===== config.mk =====
export PLATFORM = sky130hd
export DESIGN_NAME = weighted_graph_edge_store
export DESIGN_NICKNAME = d
export VERILOG_FILES = /design/src/wgs_pkg.sv /design/src/weighted_graph_edge_store.sv /design/src/wgs_fifo.sv /design/src/wgs_front.sv /design/src/wgs_back.sv
export SDC_FILE = /design/constraint.sdc
export NUM_CORES = 1
export LEC_CHECK = 0
export BUFFER_PORTS_ARGS = -buffer_cell sky130_fd_sc_hd__buf_4
export CORE_UTILIZATION = 50
export CTS_CLUSTER_SIZE = 10
export DETAILED_ROUTE_END_ITERATION = 12
export PLACE_DENSITY = 0.73
export SYNTH_ARGS = -nofsm -noshare
export SYNTH_HDL_FRONTEND = slang
export SYNTH_SLANG_ARGS = --single-unit

===== constraint.sdc =====
create_clock -name clk_i -period 9.1 [get_ports clk_i]
set_input_delay 0.455 -clock clk_i [delete_from_list [all_inputs] [get_ports clk_i]]
set_output_delay 0.455 -clock clk_i [all_outputs]
set_load 0.1 [all_outputs]

===== src/wgs_pkg.sv =====
// Shared types, constants and the starting-graph lookup of the edge store.
`default_nettype none

package wgs_pkg;

  localparam int NumVerticesDefault = 6;
  localparam int NumStartEdges      = 8;
  localparam int CmdQueueDepth      = 2;
  localparam int ResQueueDepth      = 2;

  // Input command codes
  localparam logic CmdList = 1'b0;
  localparam logic CmdSet  = 1'b1;

  typedef enum logic [1:0] {
    ST_OK       = 2'd0,
    ST_NOVERTEX = 2'd1,
    ST_NOEDGE   = 2'd2,
    ST_EMPTY    = 2'd3
  } status_e;

  // Classified operation handed from front to back
  typedef enum logic [1:0] {
    OP_QUERY,
    OP_UPDATE,
    OP_BADVERTEX
  } op_e;

  typedef enum logic [2:0] {
    BK_IDLE,
    BK_QSCAN,
    BK_QFIN,
    BK_URD,
    BK_UEV,
    BK_UWR2
  } back_state_e;

  typedef struct packed {
    op_e        op;
    logic [3:0] vertex_a;
    logic [3:0] vertex_b;
    logic [7:0] weight;
  } cmd_t;

  typedef struct packed {
    logic [3:0] neighbour;
    logic [7:0] edge_weight;
    status_e    status;
    logic       last;
  } res_t;

  typedef struct packed {
    logic [3:0] a;
    logic [3:0] b;
    logic [7:0] w;
  } start_edge_t;

  localparam start_edge_t StartEdges [NumStartEdges] = '{
    '{a: 4'd1, b: 4'd2, w: 8'd1},
    '{a: 4'd1, b: 4'd3, w: 8'd1},
    '{a: 4'd1, b: 4'd4, w: 8'd1},
    '{a: 4'd1, b: 4'd6, w: 8'd2},
    '{a: 4'd2, b: 4'd3, w: 8'd1},
    '{a: 4'd3, b: 4'd5, w: 8'd4},
    '{a: 4'd5, b: 4'd6, w: 8'd3},
    '{a: 4'd5, b: 4'd5, w: 8'd4}
  };

  // Weight of edge a-b in the starting graph, 0 when absent
  function automatic logic [7:0] start_weight(logic [3:0] a, logic [3:0] b);
    logic [7:0] w;
    w = 8'd0;
    for (int i = 0; i < NumStartEdges; i++) begin
      if ((StartEdges[i].a == a && StartEdges[i].b == b) ||
          (StartEdges[i].a == b && StartEdges[i].b == a)) begin
        w = StartEdges[i].w;
      end
    end
    return w;
  endfunction

endpackage

`default_nettype wire


===== src/weighted_graph_edge_store.sv =====
// A bad-vertex transaction is answered from the idle state. An update passes through
// a read state, an evaluate state and a second-write state; the sequencer takes no new
// command until the current one is through. A query scans its row one table read a cycle
// on the single read port, but can stall while the result queue is full; an update does
// a read, then two writes, and the removal of an absent edge a read only.
// Reset: queues empty; the table reverts at once to the starting graph via valid bits.
`default_nettype none

module weighted_graph_edge_store import wgs_pkg::*; #(
  parameter int NumVertices = NumVerticesDefault
) (
  input  wire logic       clk_i,
  input  wire logic       rst_ni,
  input  wire logic       push,
  output logic            full,
  input  wire logic       cmd_i,
  input  wire logic [3:0] vertex_a_i,
  input  wire logic [3:0] vertex_b_i,
  input  wire logic [7:0] weight_i,
  output logic            empty,
  input  wire logic       pop,
  output logic [3:0]      neighbour_o,
  output logic [7:0]      edge_weight_o,
  output logic [1:0]      status_o,
  output logic            last_o
);

  cmd_t cmd;
  logic cmd_valid, cmd_pop;
  res_t res_in, res_out;
  logic res_push, res_full;

  wgs_front #(
    .NumVertices (NumVertices)
  ) u_front (
    .clk_i       (clk_i),
    .rst_ni      (rst_ni),
    .push_i      (push),
    .full_o      (full),
    .cmd_i       (cmd_i),
    .vertex_a_i  (vertex_a_i),
    .vertex_b_i  (vertex_b_i),
    .weight_i    (weight_i),
    .cmd_o       (cmd),
    .cmd_valid_o (cmd_valid),
    .cmd_pop_i   (cmd_pop)
  );

  wgs_back #(
    .NumVertices (NumVertices)
  ) u_back (
    .clk_i       (clk_i),
    .rst_ni      (rst_ni),
    .cmd_i       (cmd),
    .cmd_valid_i (cmd_valid),
    .cmd_pop_o   (cmd_pop),
    .res_o       (res_in),
    .res_push_o  (res_push),
    .res_full_i  (res_full)
  );

  // Result queue decouples the sequencer from the consumer
  wgs_fifo #(
    .Width ($bits(res_t)),
    .Depth (ResQueueDepth)
  ) u_res_q (
    .clk_i   (clk_i),
    .rst_ni  (rst_ni),
    .push_i  (res_push),
    .data_i  (res_in),
    .full_o  (res_full),
    .pop_i   (pop),
    .data_o  (res_out),
    .empty_o (empty)
  );

  assign neighbour_o   = res_out.neighbour;
  assign edge_weight_o = res_out.edge_weight;
  assign status_o      = res_out.status;
  assign last_o        = res_out.last;

endmodule

`default_nettype wire


===== src/wgs_fifo.sv =====
// Small first-in first-out queue with flop storage.
`default_nettype none

module wgs_fifo #(
  parameter int Width = 8,
  parameter int Depth = 2
) (
  input  wire logic             clk_i,
  input  wire logic             rst_ni,
  input  wire logic             push_i,
  input  wire logic [Width-1:0] data_i,
  output logic                  full_o,
  input  wire logic             pop_i,
  output logic      [Width-1:0] data_o,
  output logic                  empty_o
);

  localparam int PtrW = (Depth > 1) ? $clog2(Depth) : 1;
  localparam int CntW = $clog2(Depth + 1);

  logic [Width-1:0] mem_q [Depth];
  logic [PtrW-1:0]  wr_ptr_q, wr_ptr_d;
  logic [PtrW-1:0]  rd_ptr_q, rd_ptr_d;
  logic [CntW-1:0]  cnt_q, cnt_d;
  logic             do_push, do_pop;

  assign full_o  = (cnt_q == CntW'(Depth));
  assign empty_o = (cnt_q == '0);
  assign do_push = push_i && !full_o;
  assign do_pop  = pop_i && !empty_o;
  assign data_o  = mem_q[rd_ptr_q];

  // Pointer and count update
  always_comb begin
    wr_ptr_d = wr_ptr_q;
    rd_ptr_d = rd_ptr_q;
    cnt_d    = cnt_q;
    if (do_push) begin
      wr_ptr_d = (wr_ptr_q == PtrW'(Depth - 1)) ? '0 : wr_ptr_q + 1'b1;
    end
    if (do_pop) begin
      rd_ptr_d = (rd_ptr_q == PtrW'(Depth - 1)) ? '0 : rd_ptr_q + 1'b1;
    end
    if (do_push && !do_pop) begin
      cnt_d = cnt_q + 1'b1;
    end else if (do_pop && !do_push) begin
      cnt_d = cnt_q - 1'b1;
    end
  end

  always_ff @(posedge clk_i or negedge rst_ni) begin
    if (!rst_ni) begin
      wr_ptr_q <= '0;
      rd_ptr_q <= '0;
      cnt_q    <= '0;
    end else begin
      wr_ptr_q <= wr_ptr_d;
      rd_ptr_q <= rd_ptr_d;
      cnt_q    <= cnt_d;
    end
  end

  // Storage, no reset needed
  always_ff @(posedge clk_i) begin
    if (do_push) begin
      mem_q[wr_ptr_q] <= data_i;
    end
  end

endmodule

`default_nettype wire


===== src/wgs_front.sv =====
// Front end: checks vertex numbers, classifies each transaction and queues it.
`default_nettype none

module wgs_front import wgs_pkg::*; #(
  parameter int NumVertices = NumVerticesDefault
) (
  input  wire logic       clk_i,
  input  wire logic       rst_ni,
  input  wire logic       push_i,
  output logic            full_o,
  input  wire logic       cmd_i,
  input  wire logic [3:0] vertex_a_i,
  input  wire logic [3:0] vertex_b_i,
  input  wire logic [7:0] weight_i,
  output cmd_t            cmd_o,
  output logic            cmd_valid_o,
  input  wire logic       cmd_pop_i
);

  cmd_t cls;
  logic a_ok, b_ok, q_empty;

  assign a_ok = (vertex_a_i != 4'd0) && (vertex_a_i <= 4'(NumVertices));
  assign b_ok = (vertex_b_i != 4'd0) && (vertex_b_i <= 4'(NumVertices));

  // Classification: bad vertex numbers are settled here
  always_comb begin
    cls.vertex_a = vertex_a_i;
    cls.vertex_b = vertex_b_i;
    cls.weight   = weight_i;
    case (cmd_i)
      CmdList: cls.op = a_ok ? OP_QUERY : OP_BADVERTEX;
      CmdSet:  cls.op = (a_ok && b_ok) ? OP_UPDATE : OP_BADVERTEX;
      default: cls.op = OP_BADVERTEX;
    endcase
  end

  wgs_fifo #(
    .Width ($bits(cmd_t)),
    .Depth (CmdQueueDepth)
  ) u_cmd_q (
    .clk_i   (clk_i),
    .rst_ni  (rst_ni),
    .push_i  (push_i),
    .data_i  (cls),
    .full_o  (full_o),
    .pop_i   (cmd_pop_i),
    .data_o  (cmd_o),
    .empty_o (q_empty)
  );

  assign cmd_valid_o = !q_empty;

endmodule

`default_nettype wire


===== src/wgs_back.sv =====
// Back end: weight table memory and the sequencer that runs queries and updates.
`default_nettype none

module wgs_back import wgs_pkg::*; #(
  parameter int NumVertices = NumVerticesDefault
) (
  input  wire logic clk_i,
  input  wire logic rst_ni,
  input  wire cmd_t cmd_i,
  input  wire logic cmd_valid_i,
  output logic      cmd_pop_o,
  output res_t      res_o,
  output logic      res_push_o,
  input  wire logic res_full_i
);

  localparam int Depth = NumVertices * NumVertices;
  localparam int AddrW = $clog2(Depth);

  // Row-major table address of entry a-b
  function automatic logic [AddrW-1:0] addr_of(logic [3:0] a, logic [3:0] b);
    logic [7:0] row;
    row = 8'(a - 4'd1) * 8'(NumVertices);
    return AddrW'(row + 8'(b - 4'd1));
  endfunction

  back_state_e state_q, state_d;
  cmd_t        cur_q, cur_d;
  logic [4:0]  rd_v_q, rd_v_d;
  logic [3:0]  ev_v_q, ev_v_d;
  logic        ev_vld_q, ev_vld_d;
  logic [3:0]  pend_v_q, pend_v_d;
  logic [7:0]  pend_w_q, pend_w_d;
  logic        pend_vld_q, pend_vld_d;

  logic [7:0]       mem_q [Depth];
  logic [Depth-1:0] valid_q;
  logic [7:0]       rd_data_q, rd_init_q;
  logic             rd_valid_q;
  logic [7:0]       ew;

  logic       rd_en, we;
  logic [3:0] ra, rb, wa, wb;
  logic [AddrW-1:0] rd_addr, wr_addr;

  // Entries never written read as the starting graph
  assign ew      = rd_valid_q ? rd_data_q : rd_init_q;
  assign rd_addr = addr_of(ra, rb);
  assign wr_addr = addr_of(wa, wb);

  // Sequencer: next state and outputs
  always_comb begin
    state_d    = state_q;
    cur_d      = cur_q;
    rd_v_d     = rd_v_q;
    ev_v_d     = ev_v_q;
    ev_vld_d   = ev_vld_q;
    pend_v_d   = pend_v_q;
    pend_w_d   = pend_w_q;
    pend_vld_d = pend_vld_q;
    cmd_pop_o  = 1'b0;
    res_push_o = 1'b0;
    res_o      = '{neighbour: 4'd0, edge_weight: 8'd0, status: ST_OK, last: 1'b1};
    rd_en      = 1'b0;
    we         = 1'b0;
    ra         = cur_q.vertex_a;
    rb         = cur_q.vertex_b;
    wa         = cur_q.vertex_a;
    wb         = cur_q.vertex_b;
    case (state_q)
      BK_IDLE: begin
        if (cmd_valid_i) begin
          cur_d = cmd_i;
          case (cmd_i.op)
            OP_QUERY: begin
              cmd_pop_o  = 1'b1;
              rd_v_d     = 5'd1;
              ev_vld_d   = 1'b0;
              pend_vld_d = 1'b0;
              state_d    = BK_QSCAN;
            end
            OP_UPDATE: begin
              cmd_pop_o = 1'b1;
              state_d   = BK_URD;
            end
            default: begin
              if (!res_full_i) begin
                cmd_pop_o    = 1'b1;
                res_push_o   = 1'b1;
                res_o.status = ST_NOVERTEX;
              end
            end
          endcase
        end
      end
      BK_QSCAN: begin
        // Stall only when a found neighbor must displace a held one and the result queue is full
        if (!(ev_vld_q && ew != 8'd0 && pend_vld_q && res_full_i)) begin
          if (ev_vld_q && ew != 8'd0) begin
            if (pend_vld_q) begin
              res_push_o        = 1'b1;
              res_o.neighbour   = pend_v_q;
              res_o.edge_weight = pend_w_q;
              res_o.last        = 1'b0;
            end
            pend_v_d   = ev_v_q;
            pend_w_d   = ew;
            pend_vld_d = 1'b1;
          end
          if (rd_v_q <= 5'(NumVertices)) begin
            rd_en    = 1'b1;
            rb       = rd_v_q[3:0];
            ev_v_d   = rd_v_q[3:0];
            ev_vld_d = 1'b1;
            rd_v_d   = rd_v_q + 5'd1;
          end else begin
            ev_vld_d = 1'b0;
            if (!ev_vld_q) begin
              state_d = BK_QFIN;
            end
          end
        end
      end
      BK_QFIN: begin
        if (!res_full_i) begin
          res_push_o = 1'b1;
          if (pend_vld_q) begin
            res_o.neighbour   = pend_v_q;
            res_o.edge_weight = pend_w_q;
          end else begin
            res_o.status = ST_EMPTY;
          end
          state_d = BK_IDLE;
        end
      end
      BK_URD: begin
        rd_en   = 1'b1;
        state_d = BK_UEV;
      end
      BK_UEV: begin
        if (!res_full_i) begin
          if (cur_q.weight == 8'd0 && ew == 8'd0) begin
            res_push_o   = 1'b1;
            res_o.status = ST_NOEDGE;
            state_d      = BK_IDLE;
          end else begin
            we      = 1'b1;
            state_d = BK_UWR2;
          end
        end
      end
      BK_UWR2: begin
        if (!res_full_i) begin
          we         = 1'b1;
          wa         = cur_q.vertex_b;
          wb         = cur_q.vertex_a;
          res_push_o = 1'b1;
          state_d    = BK_IDLE;
        end
      end
      default: state_d = BK_IDLE;
    endcase
  end

  // Control state
  always_ff @(posedge clk_i or negedge rst_ni) begin
    if (!rst_ni) begin
      state_q    <= BK_IDLE;
      ev_vld_q   <= 1'b0;
      pend_vld_q <= 1'b0;
      rd_v_q     <= 5'd0;
      valid_q    <= '0;
    end else begin
      state_q    <= state_d;
      ev_vld_q   <= ev_vld_d;
      pend_vld_q <= pend_vld_d;
      rd_v_q     <= rd_v_d;
      if (we) begin
        valid_q[wr_addr] <= 1'b1;
      end
    end
  end

  // Payload registers
  always_ff @(posedge clk_i) begin
    cur_q    <= cur_d;
    ev_v_q   <= ev_v_d;
    pend_v_q <= pend_v_d;
    pend_w_q <= pend_w_d;
  end

  // Weight table: one write port, one registered read port
  always_ff @(posedge clk_i) begin
    if (we) begin
      mem_q[wr_addr] <= cur_q.weight;
    end
    if (rd_en) begin
      rd_data_q  <= mem_q[rd_addr];
      rd_valid_q <= valid_q[rd_addr];
      rd_init_q  <= start_weight(ra, rb);
    end
  end

endmodule

`default_nettype wire


==> summary.txt <==
Floorplan
  • Core region area: 38650 um2
  • DIE WIDTH: about 200 um
  • Die height: around 200 um
  • FP Rows: 72
  • DIE AREA: 40050 um2
  • Number of I/O pins: 38
  • Initial core utilization: between 50% and 60%

Yosys
  • Top-count cell post-synth: edfxtp_1
  • Ys flop type: edfxtp_1
  • Syn Nets: between 1000 and 1500
  • Avg Cell Area, Syn: between 10 and 15 um2
  • Synth top area cells: edfxtp_1 61%, dfrtp_1 6.9%, mux2i_1 2.9%, mux2_2 2.4%, nand2_1 1.9%
  • Seq cells post-synth: ~450
  • Post-Synth XOR/XNOR Area: 1.677%
  • Most instantiated cells after synthesis: 398 x edfxtp_1, 101 x nand2_1, 83 x nor2_1
  • Mapped Cells: 1391
  • Distinct cells, synth: 77
  • Mapped Area: between 15000 and 20000 um2
  • Seq/Total Area, Yosys: slightly below 70%
  • Synth warn: 0
  • Post-synth EDFFs: ~400
  • Largest family of logic cells by synthesized area: simple AND/OR/NAND/NOR gates
  • Synth Area in Simple Gates: approximately a tenth
  • Top-area cell type share of the netlist area: around three fifths
  • Ys async rst share: 11.95%
  • Cell taking the most area after synthesis: edfxtp_1
  • Post-Synth Adder-Cell Area: roughly 2.2%
  • Multiplexer share of the synthesized area: about 6.2%
  • Post-synthesis compound-gate area fraction: 9.799%

CTS
  • Post-cts resize count: 0
  • Clock sink count: approximately 450
  • Skew-Pair Late Insertion Delay: a little under 0.6 ns
  • H-tree level count: 2
  • Clock Tree Root: clkbuf_16
  • Postcts setup bufs: 0
  • Clock-pin slew on the worst setup and hold paths: roughly 0.06 ns
  • CTS Buf Count: 52
  • TritonCTS clock tree: built
  • Cts hold-fix bufs: 1
  • Maximum root-to-sink buffer count: 3

STA
  • Final Hold Fails: 0
  • Worst Max-Slew Pin Slew: around 1.2 ns
  • Final Max Tran Viols: 0
  • Final period util: between 70% and 80%
  • RSZ-0062 raised after global routing: false
  • Clock skew: ~0.012 ns
  • Max transition margin: 16.49%
  • Final Critical Period: 7.103 ns
  • Setup TNS: 0 ns
  • Setup violators final: 0
  • Max Freq: around 140 MHz
  • Final Worst Setup Slack: between 1.5 and 2 ns

Placed design
  • Pre-CTS setup slack: 2.297 ns
  • I/O Buffers: 37
  • Inst Count DP: roughly 1900
  • GP Congestion: about 0.98
  • Post-DP HPWL: 31090 um

Final layout
  • Final std cells w/o fill: around 2000
  • Layout cells sized above 1: approximately 15%
  • Register area: approximately 13000 um2
  • Syn-to-layout area delta: 12.43%
  • Final core utilization: approximately 57%
  • Final Net Count: approximately 1500
  • N_diodes: 0
  • Multi-input gate area: just under 6000 um2
  • Fillers: 3015

Run
  • Max-cap violations: 0

Route
  • Wirelength, routed: between 40000 and 50000 um
  • Starting DRT DRC Count: approximately 1500
  • Routed vias/inst: ~6.3
  • Initial DRT Pass Iterations: 6
  • Antenna viol nets, final: 0
  • # DRC: 0
  • Vias: between 10000 and 15000
  • Per-cell routed wire length: between 20 and 25 um

Global route
  • Gr ovfl total: 0
  • First-pass GRT wire length: 75040 um
  • All-Layer GR Usage: between 20% and 30%
  • Initial antenna violation count: 0
  • Number of global-route vias before repair: roughly 12000
  • Largest net degree at the start of global routing: 63

Setup path
  • CP delay by family, top: simple AND/OR/NAND/NOR gates
  • Crit-path slowest cell: nor3_1
  • Crit Path Category: register to register
  • Critical path arrival: about 7.5 ns
  • Most Frequent Cell on Critical Path: nand2_1
  • Worst-path cell chain: inv_1 -> ha_1 -> o21a_1 -> and2_1 -> nand2_1 -> inv_1 -> nand2_1 -> nand2_1 -> inv_1 -> ha_1 -> inv_1 -> ha_1 -> fa_1 -> buf_4 -> and2_1 -> nand2_1 -> nor3_1 -> nand2_1 -> o21ai_0 -> a2111oi_0 -> a211oi_1
  • R2R Setup Slk: 2.00 ns
  • Worst path max stage delay: approximately 0.76 ns
  • Crit path depth: 21
  • Critical Path RT: between 9 and 10 ns
  • Worst-path fanout max: 22
  • Worst R2R Path Depth: 21
  • Crit start category: register
  • Crit. End Element: register
  • WP buf/inv: 5

Outcome
  • Status: finished clean

Worst hold path
  • Hold path depth: 1
  • Worst Hold Class: input port to register
==> cell type report <==
type | instances | area share (%)
clock buffer | 93 | 6.878
inverter | 21 | 0.3686
timing repair buffer | 71 | 2.427
multi-input combinational | 843 | 26.84
clock inverter | 4 | 0.2608
sequential | 452 | 60.29
tap | 518 | 2.937
==> logic make-up after synthesis <==
logic type | count (synthesis)
mux | 106
fa+ha+maj | 32
xor+xnor | 36
flops | 452
compound gates | 278
buf+inv | 96
simple gates | 391
==> per-layer routing <==
layer | track usage [%] | vias up | part of all wire, % | routed length, um
met5 | 0 | - | 0 | 0
met4 | 11.18 | 0 | 4.2 | 2099
met3 | 6.443 | 137 | 11 | 5245
met2 | 39.14 | 733 | 47 | 23200
met1 | 32.99 | 6182 | 38 | 19090
li1 | - | 5477 | - | -
==> state kept, by name (all words and copies together) (netlist names), 4 cells and up <==
register               count
u_back.cur_q              12
u_back.pend_w_q            8
u_back.rd_v_q              5
u_back.ra                  4
u_front.u_cmd_q.mem_q     36
u_back.rd_data_q           8
u_back.valid_q            36
u_back.ev_v_q              4
u_back.mem_q             288
u_back.pend_v_q            4
u_res_q.mem_q             30
==> path summary, 6_finish.rpt <==
path | from | end
worst min-delay path | weight_i[0] | u_front.u_cmd_q.mem_q[1][0]$_DFFE_PP_
min in group asynchronous | rst_ni | u_front.u_cmd_q.wr_ptr_q$_DFFE_PN0P_
worst max register to register | u_back.rd_v_q[0]$_DFFE_PN0P_ | u_back.rd_data_q[1]$_DFFE_PP_
max in group asynchronous | rst_ni | u_back.valid_q[34]$_DFFE_PN0P_
worst min register to register | u_back.ev_v_q[2]$_DFFE_PP_ | u_back.pend_v_q[2]$_DFFE_PP_
worst max-delay path | u_back.rd_v_q[0]$_DFFE_PN0P_ | u_back.rd_data_q[1]$_DFFE_PP_
==> cells in the final DEF (no fill, tap or decap), types with 37 or more instances in the layout <==
| cell | instances |
|---|---|
| edfxtp_1 | 398 |
| nand2_1 | 101 |
| nor2_1 | 82 |
| buf_4 | 70 |
| mux2i_1 | 56 |
| clkbuf_16 | 54 |
| dfrtp_1 | 54 |
| a21oi_1 | 46 |
| mux2_2 | 41 |
| o21ai_0 | 38 |
| clkbuf_1 | 37 |
==> metrics by stage <==
stage               hold slack [ns]  area [um2]
floorplan                    0.1594       19630
global placement             0.4024       20480
detailed placement           0.4120       20480
CTS                         0.03113       22060
global route                0.03465       22060
finish                      0.05272       22060
==> worst reg2reg max path, delay by kind of cell, from the launching register on <==
kind	cells	cell delay, ns
and+or+nand+nor	8	3.32
buffers and inverters	5	1.28
adders and majority gates	4	1.16
AOI/OAI and AO/OA	4	0.75
DFF	1	0.38
Power is left out: the tool's default activity adds up to more than one toggle a clock period on the data nets, which glitch-free logic cannot reach.
